[config.mk]
export PLATFORM = sky130hd
export DESIGN_NAME = tcw_queue
export DESIGN_NICKNAME = d
export VERILOG_FILES = /design/src/rtl/core/tcw_pkg.sv /design/src/rtl/core/tcw_queue.sv
export SDC_FILE = /design/constraint.sdc
export NUM_CORES = 1
export LEC_CHECK = 0
export ABC_AREA = 1
export BUFFER_PORTS_ARGS = -buffer_cell sky130_fd_sc_hd__buf_2
export CORE_MARGIN = 2
export CORE_UTILIZATION = 51
export DETAILED_ROUTE_END_ITERATION = 6
export PLACE_DENSITY_LB_ADDON = 0.3
export SLEW_MARGIN = 25
export SYNTH_ARGS = -nofsm -noshare
export SYNTH_HDL_FRONTEND = slang
export SYNTH_SLANG_ARGS = --single-unit
[constraint.sdc]
create_clock -name clk_i -period 3.2 [get_ports clk_i]
set_input_delay 0.16 -clock clk_i [delete_from_list [all_inputs] [get_ports clk_i]]
set_output_delay 0.16 -clock clk_i [all_outputs]
set_load 0.01 [all_outputs]
[src/rtl/core/tcw_pkg.sv]
`timescale 1ns / 1ps
// Shared types, constants and helpers for the text console writer.
package tcw_pkg;

  // Screen geometry
  localparam int COLUMNS   = 80;
  localparam int ROWS      = 25;
  localparam int CELLS     = COLUMNS * ROWS;
  localparam int COL_W     = $clog2(COLUMNS);
  localparam int ROW_W     = $clog2(ROWS);
  localparam int ADDR_W    = $clog2(CELLS);
  localparam int CELL_W    = 16;
  // Cells moved by one scroll
  localparam int COPY_N    = COLUMNS * (ROWS - 1);

  // Command queue between front and back
  localparam int QDEPTH    = 2;
  localparam int QPTR_W    = $clog2(QDEPTH);
  localparam int QCNT_W    = $clog2(QDEPTH + 1);

  // Configuration port
  localparam int CFG_IDX_W  = 2;
  localparam int CFG_DATA_W = 4;

  // Character codes
  localparam logic [7:0] NEWLINE_CH = 8'h0A;
  localparam logic [7:0] SPACE_CH   = 8'h20;

  typedef enum logic [1:0] {
    OP_PUT    = 2'd0,
    OP_SETPOS = 2'd1,
    OP_READ   = 2'd2,
    OP_NOP    = 2'd3
  } op_e;

  typedef enum logic [CFG_IDX_W-1:0] {
    CFG_FG = 2'd0,
    CFG_BG = 2'd1
  } cfg_idx_e;

  // Command class decided by the front end
  typedef enum logic [2:0] {
    K_PUT     = 3'd0,
    K_NEWLINE = 3'd1,
    K_SETPOS  = 3'd2,
    K_READ    = 3'd3,
    K_NOP     = 3'd4
  } kind_e;

  typedef struct packed {
    logic [1:0] op;
    logic [7:0] ch;
    logic [6:0] col;
    logic [4:0] row;
  } cmd_t;

  typedef struct packed {
    logic [6:0]  cursor_col;
    logic [4:0]  cursor_row;
    logic [10:0] cursor_linear;
    logic [7:0]  cell_char;
    logic [7:0]  cell_attr;
    logic        scrolled;
  } res_t;

  // Classified command as queued for the back end
  typedef struct packed {
    kind_e             kind;
    logic [7:0]        ch;
    logic [COL_W-1:0]  col;
    logic [ROW_W-1:0]  row;
    logic [ADDR_W-1:0] addr;
  } entry_t;

  typedef struct packed {
    logic full;
    logic empty;
  } q_stat_t;

  // Linear cell address of a row and column
  function automatic logic [ADDR_W-1:0] lin_addr(input logic [ROW_W-1:0] r,
                                                 input logic [COL_W-1:0] c);
    return ADDR_W'(ADDR_W'(r) * ADDR_W'(COLUMNS)) + ADDR_W'(c);
  endfunction

endpackage

[src/rtl/core/tcw_queue.sv]
`timescale 1ns / 1ps
// Short command queue between the front and back ends.
module tcw_queue (
  input  logic              clk_i,
  input  logic              rst_ni,
  input  logic              push_i,
  input  tcw_pkg::entry_t   entry_i,
  input  logic              pop_i,
  output tcw_pkg::entry_t   entry_o,
  output tcw_pkg::q_stat_t  stat_o
);

  tcw_pkg::entry_t slot_q [tcw_pkg::QDEPTH];
  logic [tcw_pkg::QPTR_W-1:0] wr_ptr_q, wr_ptr_d;
  logic [tcw_pkg::QPTR_W-1:0] rd_ptr_q, rd_ptr_d;
  logic [tcw_pkg::QCNT_W-1:0] cnt_q, cnt_d;
  logic do_push, do_pop;

  assign stat_o.full  = (cnt_q == tcw_pkg::QCNT_W'(tcw_pkg::QDEPTH));
  assign stat_o.empty = (cnt_q == '0);
  assign do_push = push_i & ~stat_o.full;
  assign do_pop  = pop_i & ~stat_o.empty;
  assign entry_o = slot_q[rd_ptr_q];

  // Pointer wrap at the queue depth
  always_comb begin
    wr_ptr_d = wr_ptr_q;
    rd_ptr_d = rd_ptr_q;
    cnt_d    = cnt_q;
    if (do_push) begin
      wr_ptr_d = (wr_ptr_q == tcw_pkg::QPTR_W'(tcw_pkg::QDEPTH - 1)) ? '0
                                                                    : wr_ptr_q + 1'b1;
    end
    if (do_pop) begin
      rd_ptr_d = (rd_ptr_q == tcw_pkg::QPTR_W'(tcw_pkg::QDEPTH - 1)) ? '0
                                                                    : rd_ptr_q + 1'b1;
    end
    case ({do_push, do_pop})
      2'b10:   cnt_d = cnt_q + 1'b1;
      2'b01:   cnt_d = cnt_q - 1'b1;
      default: cnt_d = cnt_q;
    endcase
  end

  always_ff @(posedge clk_i or negedge rst_ni) begin
    if (!rst_ni) begin
      wr_ptr_q <= '0;
      rd_ptr_q <= '0;
      cnt_q    <= '0;
    end else begin
      wr_ptr_q <= wr_ptr_d;
      rd_ptr_q <= rd_ptr_d;
      cnt_q    <= cnt_d;
    end
  end

  // Storage
  always_ff @(posedge clk_i) begin
    if (do_push) begin
      slot_q[wr_ptr_q] <= entry_i;
    end
  end

endmodule

# [Yosys cells after proc, flatten, opt, wreduce, memory -nomap -nowiden]
# Memory sizes are Yosys's and may differ from the RTL's.
# Cells that the tools add are included.
[totals] ff_bits=4 mem_bits_rw=68 in_bits=38 out_inout_bits=36 word_cells=22 mem_count=1
[op_classes] addsub=4 eq_ne=3 mux=5 bitwise_logic=4 n_reduce_logical=2
[mem_list] name="slot_q" words=2 word_bits=34 rd=1 rd_clocked_by_memory_dff=0 wr=1 line_no="tcw_queue.sv:13" text="tcw_pkg::entry_t slot_q [tcw_pkg::QDEPTH];"
[ops] op="$eq A2 B2 Y1 const B" count=2
[ops] op="$mux W1" count=4
[ops] op="$pmux W2 S2" count=1
[ops] op="$add A1 B1 Y1 const B" count=2
[ops] op="$add A2 B1 Y2 const B" count=1
[ops] op="$and A1 B1 Y1" count=2
[ops] op="$eq A2 B1 Y1 const B" count=1
[ops] op="$logic_not A2 Y1" count=1
[ops] op="$not A1 Y1" count=2
[ops] op="$reduce_bool A2 Y1" count=1
[ops] op="$sub A2 B1 Y2 const B" count=1

# [Depth between registers and ports, before layout]
[depth] depth_word=5 depth_mapped=10 mapped_depth_nobuf=10

# [Worst setup path after synthesis]
# No wires, ideal clock.
[synth_path] path_kind="register -> register" from="reg cnt_q[0] (netlist name)" to="mem slot_q[1][0] (netlist name) (enable)" setup_time_ns=0.425 arrival_ns=1.977 required_ns=2.775 setup_slack_ns=0.798 path_stages_with_launch=3 path_buffers=0 period_less_slack_ns=2.402 cell_sequence="dfrtp_1 -> o21ai_2 -> nor2_1"
[synth_via] elab_chain_len=5
[synth_rtl] item="from (decl)" line_no="tcw_queue.sv:16" text="logic [tcw_pkg::QCNT_W-1:0] cnt_q, cnt_d;"
[synth_rtl] item="from (signal assigned)" line_no="tcw_queue.sv:53" text="cnt_q <= cnt_d;"
[synth_rtl] item="$eq A2 B2 Y1" line_no="tcw_queue.sv:19" text="assign stat_o.full = (cnt_q == tcw_pkg::QCNT_W'(tcw_pkg::QDEPTH));"
[synth_rtl] item="$not A1 Y1" line_no="tcw_queue.sv:21" text="assign do_push = push_i & ~stat_o.full;"
[synth_rtl] item="$and A1 B1 Y1" line_no="tcw_queue.sv:21"
[synth_rtl] item="$mux W1" line_no="tcw_queue.sv:59" text="if (do_push) begin"
[synth_rtl] item="$mux W1 (not written as such)" line_no="tcw_queue.sv:60" text="slot_q[wr_ptr_q] <= entry_i;"
[synth_rtl] item="to (decl)" line_no="tcw_queue.sv:13"
# Every way passes these cells.

# [Worst setup path in the final report]
[layout_path] from="reg cnt_q[1] (netlist name)" to="mem slot_q[0][8] (netlist name) (enable)"
# Same word-level chain as after synthesis.

==> flow_metrics.tcl <==
set metrics [dict create \
    status "complete, no violations" \
    nNetsFinal 333 \
    finalSetupTns_ps 0 \
    start_kind "register" \
    final_cell_mix "nand2_1 (110), buf_2 (73), edfxtp_1 (68)" \
    wl_per_cell_um 13.3 \
    grt_use_total 0.180 \
    yosys_warnings 0 \
    drt.antenna.violating_nets 0 \
    drive_above_1_share 0.318 \
    path_clk_slew_ps 70 \
    drv_cap 0 \
    seq_area_frac_synth 0.783 \
    final_area_um2 3330 \
    yosysTopAreaCellShare 0.746 \
    drt-vias-per-instance 4.72 \
    rows 26 \
    overflow 0 \
    antenna_found_initial 0 \
    area_growth_pct 21.9 \
    port_buffers 73 \
    cp.arrival_ps 1950 \
    avgSynthCellArea_um2 13.0 \
    period_minus_slack_ps 1930 \
    hold_buffers 4 \
    cts_inserted_buffers 9 \
    power_switching_mw 1.01 \
    dr.pass1.iters 4 \
    dp_hpwl_um 3090 \
    drt_iter0_drc 114 \
    fmax_ghz 0.519 \
    path_max_fanout 20 \
    power.internal_mw 1.89 \
    fin_cells 366 \
    synth.distinct_cells 16 \
    pwr-share-seq 0.475 \
    synth_cells 210 \
    syn_nets 249 \
    cpPeakStageDelay_ps 580 \
    crit_top_cell "inv_2" \
    fp.coreArea_um2 5140 \
    synthTopCellsByArea "edfxtp_1 (75%), nand2_1 (15%), dfrtp_1 (3.7%), buf_6 (1.6%), buf_4 (0.82%)" \
    cts_tree "built" \
    drc 0 \
    grt_start_max_net_pins 36 \
    ys_ff_latch 72 \
    p_leak_nw 1.48 \
    clockRootBuffer "clkbuf_8" \
    dp_cells 348 \
    required_ps 3230 \
    hold_class "input port to register" \
    die_h_um 77.3 \
    syn_area_um2 2740 \
    holdWs_ps 14.6 \
    swShare 0.349 \
    clock_power_share 0.190 \
    io_pins 74 \
    peakVddDrop_mv 0.619 \
    dieWidth_um 77.3 \
    clk_path_buf_depth 2 \
    cts_resized 0 \
    antenna_cells 0 \
    finalHoldViolCount 0 \
    clk-insertion-delay-late_ps 330 \
    setup_viol 0 \
    final_util 0.649 \
    wirelength_um 4870 \
    tightest_slew_ps 970 \
    place_area_um2 3140 \
    grt_pass1_vias 1763 \
    rsz0062_at_grt "false" \
    finalCritPeriodShare 0.602 \
    synth_top_cell_by_area "edfxtp_1" \
    grt_first_pass_wirelength_um 7990 \
    criticalPathCategory "register to register" \
    route.vias.total 1726 \
    start_util 0.532 \
    p_comb_frac 0.335 \
    fp.dieArea_um2 5970 \
    cp-end-kind "register" \
    crit_path_top_delay_cell "inv_1" \
    mostFrequentLayoutCell "nand2_1" \
    crit_chain "inv_2 -> nor2_2 -> inv_2 -> nand3_1 -> inv_1 -> buf_4" \
    clock_skew_ps 3.10 \
    slew-limit-headroom 0.352 \
    postCtsSetupBuffers 0 \
    place.gp.congestion 0.722 \
    htreeDepth 3 \
    numClockSinks 72 \
    power.density_nw_per_um2 869 \
    drv_slew 0 \
]
## worst paths after layout
| path | cells after the start | to | slack, ps | startpoint |
|---|---|---|---|---|
| max | 6 | slot_q[0][8] | 1270 | cnt_q[1] |
| min | 1 | slot_q[0][5] | 10 | entry_i[5] |
| max reg2reg | 6 | slot_q[0][8] | 1270 | cnt_q[1] |
| min reg2reg | 2 | wr_ptr_q | 490 | wr_ptr_q |
| max in group asynchronous | 2 | wr_ptr_q | 2920 | rst_ni |
| min in group asynchronous | 2 | rd_ptr_q | 160 | rst_ni |
## synth_stat cells
library cell,n
buf_4,3
buf_6,4
dfrtp_1,4
edfxtp_1,68
ha_1,1
inv_1,6
inv_2,3
inv_4,1
nand2_1,110
nand2_2,2
nand3_1,3
nand4_1,1
nor2_1,1
nor2_2,1
o21ai_2,1
xnor2_1,1
## per-stage QoR
stage | setup slack [ps] | total power, mW
2_1_floorplan | 798 | 2.05
3_3_place_gp | 1320 | 2.35
3_5_place_dp | 1260 | 2.38
4_1_cts | 1250 | 2.94
5_1_grt | 1110 | 3.11
6_report | 1270 | 2.90
## state kept, by name, summed over array words and instances, names as in the netlist
register  count
cnt_q         2
rd_ptr_q      1
slot_q       68
wr_ptr_q      1
## cell type report
cell class                      instances  area (µm²)
Tap cell                               70        87.6
Fill cell                             412        1810
Inverter                               10        40.0
Clock buffer                           10         128
Clock inverter                          3        12.5
Multi-Input combinational cell        121         494
Timing Repair Buffer                   80         430
Sequential cell                        72        2140
## cell families (layout without fill, tap and decap cells)
kind of cell / count (synthesis) / in the layout / share of synthesized area
AO/OA/AOI/OAI: 1 / 1 / 0.00320
XOR/XNOR: 1 / 1 / 0.00320
adder cells (fa/ha/maj): 1 / 1 / 0.00457
buffers and inverters: 17 / 103 / 0.0393
flip-flops: 72 / 72 / 0.783
AND/OR/NAND/NOR: 118 / 118 / 0.167
## power by group through the flow
stage | logic (mW) | clock network (mW) | registers (mW)
3_5_place_dp | 0.985 | 0 | 1.40
3_3_place_gp | 0.968 | 0 | 1.39
5_1_grt | 1.11 | 0.600 | 1.40
4_1_cts | 0.994 | 0.563 | 1.38
2_1_floorplan | 0.682 | 0 | 1.36
6_report | 0.972 | 0.550 | 1.38
## critical path, delay by kind of cell, from the launching register on
kind                   cells  cell delay [ps]
DFF                        1              390
buffers and inverters      4             1090
and+or+nand+nor            2              130
## routing by layer
| metal | vias to the layer above | global-route usage | part of all wire |
|---|---|---|---|
| met3 | 12 | 0.0494 | 0.060 |
| li1 | 863 | - | - |
| met5 | - | 0 | 0 |
| met1 | 778 | 0.205 | 0.43 |
| met2 | 73 | 0.307 | 0.49 |
| met4 | 0 | 0.0964 | 0.022 |
No activity file was read; power rests on OpenSTA's default activity.
