[src/rtl/core/tcw_pkg.sv]
`timescale 1ns / 1ps
// Shared types, constants and helpers for the text console writer.
package tcw_pkg;

  // Screen geometry
  localparam int COLUMNS   = 80;
  localparam int ROWS      = 25;
  localparam int CELLS     = COLUMNS * ROWS;
  localparam int COL_W     = $clog2(COLUMNS);
  localparam int ROW_W     = $clog2(ROWS);
  localparam int ADDR_W    = $clog2(CELLS);
  localparam int CELL_W    = 16;
  // Cells moved by one scroll
  localparam int COPY_N    = COLUMNS * (ROWS - 1);

  // Command queue between front and back
  localparam int QDEPTH    = 2;
  localparam int QPTR_W    = $clog2(QDEPTH);
  localparam int QCNT_W    = $clog2(QDEPTH + 1);

  // Configuration port
  localparam int CFG_IDX_W  = 2;
  localparam int CFG_DATA_W = 4;

  // Character codes
  localparam logic [7:0] NEWLINE_CH = 8'h0A;
  localparam logic [7:0] SPACE_CH   = 8'h20;

  typedef enum logic [1:0] {
    OP_PUT    = 2'd0,
    OP_SETPOS = 2'd1,
    OP_READ   = 2'd2,
    OP_NOP    = 2'd3
  } op_e;

  typedef enum logic [CFG_IDX_W-1:0] {
    CFG_FG = 2'd0,
    CFG_BG = 2'd1
  } cfg_idx_e;

  // Command class decided by the front end
  typedef enum logic [2:0] {
    K_PUT     = 3'd0,
    K_NEWLINE = 3'd1,
    K_SETPOS  = 3'd2,
    K_READ    = 3'd3,
    K_NOP     = 3'd4
  } kind_e;

  typedef struct packed {
    logic [1:0] op;
    logic [7:0] ch;
    logic [6:0] col;
    logic [4:0] row;
  } cmd_t;

  typedef struct packed {
    logic [6:0]  cursor_col;
    logic [4:0]  cursor_row;
    logic [10:0] cursor_linear;
    logic [7:0]  cell_char;
    logic [7:0]  cell_attr;
    logic        scrolled;
  } res_t;

  // Classified command as queued for the back end
  typedef struct packed {
    kind_e             kind;
    logic [7:0]        ch;
    logic [COL_W-1:0]  col;
    logic [ROW_W-1:0]  row;
    logic [ADDR_W-1:0] addr;
  } entry_t;

  typedef struct packed {
    logic full;
    logic empty;
  } q_stat_t;

  // Linear cell address of a row and column
  function automatic logic [ADDR_W-1:0] lin_addr(input logic [ROW_W-1:0] r,
                                                 input logic [COL_W-1:0] c);
    return ADDR_W'(ADDR_W'(r) * ADDR_W'(COLUMNS)) + ADDR_W'(c);
  endfunction

endpackage

[src/rtl/core/tcw_front.sv]
`timescale 1ns / 1ps
// Front end: command acceptance, classification and color registers.
module tcw_front (
  input  logic                            clk_i,
  input  logic                            rst_ni,
  input  logic                            start_i,
  input  tcw_pkg::cmd_t                   cmd_i,
  output logic                            busy_o,
  input  logic                            cfg_we_i,
  input  logic [tcw_pkg::CFG_IDX_W-1:0]   cfg_idx_i,
  input  logic [tcw_pkg::CFG_DATA_W-1:0]  cfg_wdata_i,
  input  tcw_pkg::q_stat_t                q_stat_i,
  input  logic                            clearing_i,
  output logic                            push_o,
  output tcw_pkg::entry_t                 entry_o,
  output logic [7:0]                      attr_o
);

  logic [3:0] fg_q, fg_d;
  logic [3:0] bg_q, bg_d;
  logic [tcw_pkg::COL_W-1:0] col_sat;
  logic [tcw_pkg::ROW_W-1:0] row_sat;

  // Color registers
  always_comb begin
    fg_d = fg_q;
    bg_d = bg_q;
    if (cfg_we_i) begin
      case (cfg_idx_i)
        tcw_pkg::CFG_FG: fg_d = cfg_wdata_i;
        tcw_pkg::CFG_BG: bg_d = cfg_wdata_i;
        default: ;
      endcase
    end
  end

  always_ff @(posedge clk_i or negedge rst_ni) begin
    if (!rst_ni) begin
      fg_q <= 4'd14;
      bg_q <= 4'd0;
    end else begin
      fg_q <= fg_d;
      bg_q <= bg_d;
    end
  end

  assign attr_o = {bg_q, fg_q};

  // Hold off while the queue is full or the screen is being cleared
  assign busy_o = q_stat_i.full | clearing_i;
  assign push_o = start_i & ~busy_o;

  // Clamp position to the screen
  always_comb begin
    if (32'(cmd_i.col) > 32'(tcw_pkg::COLUMNS - 1)) begin
      col_sat = tcw_pkg::COL_W'(tcw_pkg::COLUMNS - 1);
    end else begin
      col_sat = tcw_pkg::COL_W'(cmd_i.col);
    end
    if (32'(cmd_i.row) > 32'(tcw_pkg::ROWS - 1)) begin
      row_sat = tcw_pkg::ROW_W'(tcw_pkg::ROWS - 1);
    end else begin
      row_sat = tcw_pkg::ROW_W'(cmd_i.row);
    end
  end

  // Classify
  always_comb begin
    entry_o.ch   = cmd_i.ch;
    entry_o.col  = col_sat;
    entry_o.row  = row_sat;
    entry_o.addr = tcw_pkg::lin_addr(row_sat, col_sat);
    case (cmd_i.op)
      tcw_pkg::OP_PUT: begin
        entry_o.kind = (cmd_i.ch == tcw_pkg::NEWLINE_CH) ? tcw_pkg::K_NEWLINE
                                                         : tcw_pkg::K_PUT;
      end
      tcw_pkg::OP_SETPOS: entry_o.kind = tcw_pkg::K_SETPOS;
      tcw_pkg::OP_READ:   entry_o.kind = tcw_pkg::K_READ;
      default:            entry_o.kind = tcw_pkg::K_NOP;
    endcase
  end

endmodule

[config.mk]
export PLATFORM = sky130hd
export DESIGN_NAME = tcw_front
export DESIGN_NICKNAME = d
export VERILOG_FILES = /design/src/rtl/core/tcw_pkg.sv /design/src/rtl/core/tcw_front.sv
export SDC_FILE = /design/constraint.sdc
export NUM_CORES = 1
export LEC_CHECK = 0
export BUFFER_PORTS_ARGS = -buffer_cell sky130_fd_sc_hd__buf_2
export CAP_MARGIN = 25
export CELL_PAD_IN_SITES_DETAIL_PLACEMENT = 0
export CELL_PAD_IN_SITES_GLOBAL_PLACEMENT = 1
export CORE_ASPECT_RATIO = 0.7
export CORE_MARGIN = 2
export CORE_UTILIZATION = 25
export DETAILED_ROUTE_END_ITERATION = 16
export GPL_TIMING_DRIVEN = 0
export MAX_ROUTING_LAYER = met4
export PLACE_DENSITY_LB_ADDON = 0.1
export SETUP_SLACK_MARGIN = 0.05
export SLEW_MARGIN = 15
export SYNTH_ARGS = -nofsm -noshare
export SYNTH_HDL_FRONTEND = slang
export SYNTH_SLANG_ARGS = --single-unit
export TNS_END_PERCENT = 100
[constraint.sdc]
create_clock -name clk_i -period 2.1 [get_ports clk_i]
set_input_delay 0.105 -clock clk_i [delete_from_list [all_inputs] [get_ports clk_i]]
set_output_delay 0.105 -clock clk_i [all_outputs]
set_load 0.02 [all_outputs]
; Yosys cells after proc, flatten, opt, wreduce, memory -nomap -nowiden
; Index checks and enable logic that the tools add are counted.
[totals]
reg_bits = 8
input_bits = 35
output_inout_bits = 44
word_cells = 21
[classes]
addsub = 1
n_mul = 1
order_cmp = 2
n_eq_ne = 4
n_mux = 4
bitwise_logic = 3
n_reduce_logical = 4
[ops]
columns = cell, n
row1 = $add 11x7->11, 1
row2 = $pmux 3 s3, 1
row3 = $eq 8x4->1 const B, 1
row4 = $gt 7x7->1 const B, 1
row5 = $mul 5x3->7 const B, 1
row6 = $mux 7, 1
row7 = $gt 5x5->1 const B, 1
row8 = $mux 5, 1
row9 = $eq 2x1->1 const B, 2
row10 = $logic_not 2->1, 2
row11 = $reduce_and 2->1, 2
row12 = $eq 2x2->1 const B, 1
row13 = $and 1x1->1, 1
row14 = $mux 1, 1
row15 = $not 1->1, 1
row16 = $or 1x1->1, 1

; Longest topological paths before layout
[logic_depth]
ltp_word = 4
mapped_depth = 11
depth_no_buf = 11

; Worst setup path after synthesis
; No wires, ideal clock.
[synth_path]
kind = input to output
start = input port cmd_i[3] (netlist bit)
end = output port entry_o[10] (netlist bit)
t_arrival_ps = 2164
t_required_ps = 1995
path_slack_ps = -169
stages = 11
n_path_buf = 0
path_cell_list = nand2_1 -> nand2_1 -> inv_1 -> ha_1 -> ha_1 -> inv_1 -> fa_1 -> inv_1 -> o2111ai_1 -> xnor2_1 -> xnor2_1
[synth_rtl]
columns = item, line_no
row1 = start: declaration, tcw_front.sv:7  ; input tcw_pkg::cmd_t cmd_i,
row2 = end: declaration, tcw_front.sv:15  ; output tcw_pkg::entry_t entry_o,

==> results.tsv <==
stage	metric	value	unit
yosys	Post-Syn Area	881	um^2
floorplanning	# rows	17	
grt	initial antenna violation count	0	
yosys	Syn Area/Cell	9.37	um^2
yosys	Compound-Gate Fraction of Synth Area	0.0611	
critical_path	CP Launch Type	input port	
critical_path	Req. time, crit path	2000	ps
sta	Fin Clk Skew	0	ps
critical_path	Critical Path Fanout Max	4	
detailed_routing	DR WL/cell	10.7	um
cells_and_area	share of post-route cells with drive strength above 1	0.680	
sta	Slew HR	0.767	
cells_and_area	antenna diode count	0	
critical_path	critical path cell sequence	buf_12 -> nand2_8 -> nand2_4 -> inv_4 -> ha_4 -> ha_4 -> inv_2 -> fa_2 -> xnor2_4 -> o2111ai_4 -> xnor2_2 -> xnor2_2 -> buf_4	
grt	gr ovfl total	0	
yosys	post-synthesis cell type count	29	
cells_and_area	FF+latch area	204	um^2
cells_and_area	Final Util	0.485	
grt	gr usage total	0.123	
power_and_ir_drop	Power Density	549	mW/mm^2
detailed_routing	Vias/cell	4.07	
yosys	Synth Area in Simple Gates	0.178	
critical_path	crit path max-delay cell type	fa_2	
clock_network	clock buffer count from CTS	3	
cells_and_area	most common cell after layout, fill and taps aside	buf_2	
detailed_routing	Starting DRT DRC Count	19	
clock_network	CTS root buffer	clkbuf_8	
sta	period utilisation layout	0.979	
floorplanning	I/O pin total	79	
cells_and_area	post-route cell area	0.00158	mm^2
floorplanning	die height	53.7	um
detailed_routing	router iterations before antenna repair	4	
critical_path	critical setup path kind	in -> out	
placement	HPWL Detailed	2.06	mm
detailed_routing	Post-route DRC	0	
detailed_routing	vias	929	
power_and_ir_drop	VDD IR max	0.459	mV
cells_and_area	Total Nets Final	228	
sta	fmax	486	MHz
clock_network	# H-tree levels	1	
sta	worst hold slack	115	ps
hold_path	Hold WC Path Type	in -> reg	
detailed_routing	routed wire length	2.44	mm
sta	RSZ-0062 raised after global routing	true	
critical_path	slowest cell delay on critical path	370	ps
cells_and_area	Multi-input gate area	633	um^2
sta	Slew Limit Fails	0	
job	MaxCap Viol Count	0	
sta	Slew @ Worst Pin	348	ps
floorplanning	initial core utilization	0.271	
clock_network	CTS Buffer Depth	2	
floorplanning	die width	74.9	um
clock_network	CTS clk-pin slew, worst paths	40	ps
yosys	Synth Register Bits	8	
yosys	Post-Syn Instances	94	
sta	post-layout min period	2060	ps
sta	post-route setup TNS	0	ps
yosys	area leader, netlist	dfrtp_1	
power_and_ir_drop	leakage power total	0.000837	uW
yosys	synth top area cells	dfrtp_1 (14%), ha_1 (13%), buf_4 (10%)	
yosys	part of the Yosys area used for sequential elements	0.232	
cells_and_area	number of fill cells	343	
clock_network	Skew-Pair Late Insertion Delay	220	ps
sta	final hold violation count	0	
cells_and_area	commonest cells after routing, fill and taps aside	buf_2 (74), buf_4 (17), inv_1 (9), ha_1 (7)	
detailed_routing	remaining antenna violation count	0	
yosys	Post-Synth XOR/XNOR Area	0.0881	
yosys	mux cell area share after synthesis	0.102	
placement	GP Congestion	0.711	
power_and_ir_drop	total power	866	uW
placement	Placement Cell Area	0.00138	mm^2
run_status	status	finished clean	
floorplanning	CORE AREA	0.00325	mm^2
yosys	Synth Warn #	0	
critical_path	crit end category	output port	
yosys	ys flop type	dfrtp_1	
placement	PortBufs	77	
yosys	Post-synth EDFFs	0	
grt	global-route wire length before repair	3.57	mm
grt	number of global-route vias before repair	861	
yosys	syn_nets	140	
yosys	Synth top area share	0.142	
sta	Final Setup Violations	0	
clock_network	TritonCTS clock tree	yes	
yosys	largest family of logic cells by synthesized area	simple AND/OR/NAND/NOR gates	
critical_path	arrival time worst endpoint	1950	ps
yosys	FFs w/ async S/R, synth	1.00	
grt	pin count of the biggest net entering global routing	9	
clock_network	CTS sink cnt	8	
cells_and_area	Syn-to-layout area delta	79.1	%
yosys	Synth Area in Adders	0.173	
floorplanning	die area	0.00402	mm^2
[worst max-delay path, delay by kind of cell]
family / cells / cell delay, ps
buffers and inverters: 4 / 310
adders and majority gates: 3 / 750
xor gates and xnor gates: 3 / 500
and+or+nand+nor: 2 / 120
AOI/OAI and AO/OA: 1 / 150
[cell usage after synthesis (all sizes together), types with 3 or more instances]
cell type	count
buf	12
dfrtp	5
a21oi	3
nand2b	5
nor2	3
o21ai	3
ha	9
dfstp	3
inv	12
mux2	8
xnor2	7
clkbuf	3
[report_power, final]
group	internal (uW)	switching [uW]
clock	131	55.6
sequential	192	11.8
combinational	215	260
[path summary, 6_finish.rpt]
check | startpoint | endpoint | slack [ps] | cells past startpoint
setup reg to reg | fg_q[0] | fg_q[0] | 1340 | 1
min in group asynchronous | rst_ni | bg_q[3] | 250 | 2
hold reg to reg | fg_q[0] | fg_q[0] | 480 | 1
setup / recovery | cmd_i[4] | entry_o[10] | 40 | 13
hold / removal | cfg_wdata_i[0] | fg_q[0] | 110 | 2
max in group asynchronous | rst_ni | fg_q[1] | 1610 | 2
[state kept, by name, indices dropped and copies added (netlist names)]
register,flops
fg_q,4
bg_q,4
[what timing repair did]
action | in CTS | in global routing
setup endpoints to repair | 3 | 2
hold endpoints to repair | 8 | 0
pin swaps | 9 | 1
resized for setup | 14 | 4
buffers inserted | 5 | 0
hold buffers | 1 | 0
[area by class of cell]
type | instances | share of cell area
Sequential cell | 8 | 0.129
Clock buffer | 4 | 0.0285
Inverter | 12 | 0.0301
Buffer | 15 | 0.0706
Multi-Input combinational cell | 59 | 0.401
Timing Repair Buffer | 83 | 0.303
Tap cell | 47 | 0.0373
[through the flow]
step	worst slack (ps)	std cells
CTS	-3.23	228
detailed placement	-240	218
finish	43.3	228
floorplan	62.2	94
global route	-52.9	228
global placement	-216	218
[routing by layer]
| layer | GRT usage | part of all wire | up-vias |
|---|---|---|---|
| li1 | - | - | 470 |
| met1 | 0.130 | 0.40 | 417 |
| met2 | 0.231 | 0.51 | 40 |
| met3 | 0.0281 | 0.087 | 2 |
| met4 | 0.0357 | 0.0016 | 0 |
| met5 | - | 0 | - |
[cell families after synthesis]
logic type      count (synthesis)
fa+ha+maj                      11
buf+inv                        27
xor+xnor                        8
mux                             8
compound gates                  9
simple gates                   23
flops                           8
(Power assumes the default switching activity.)
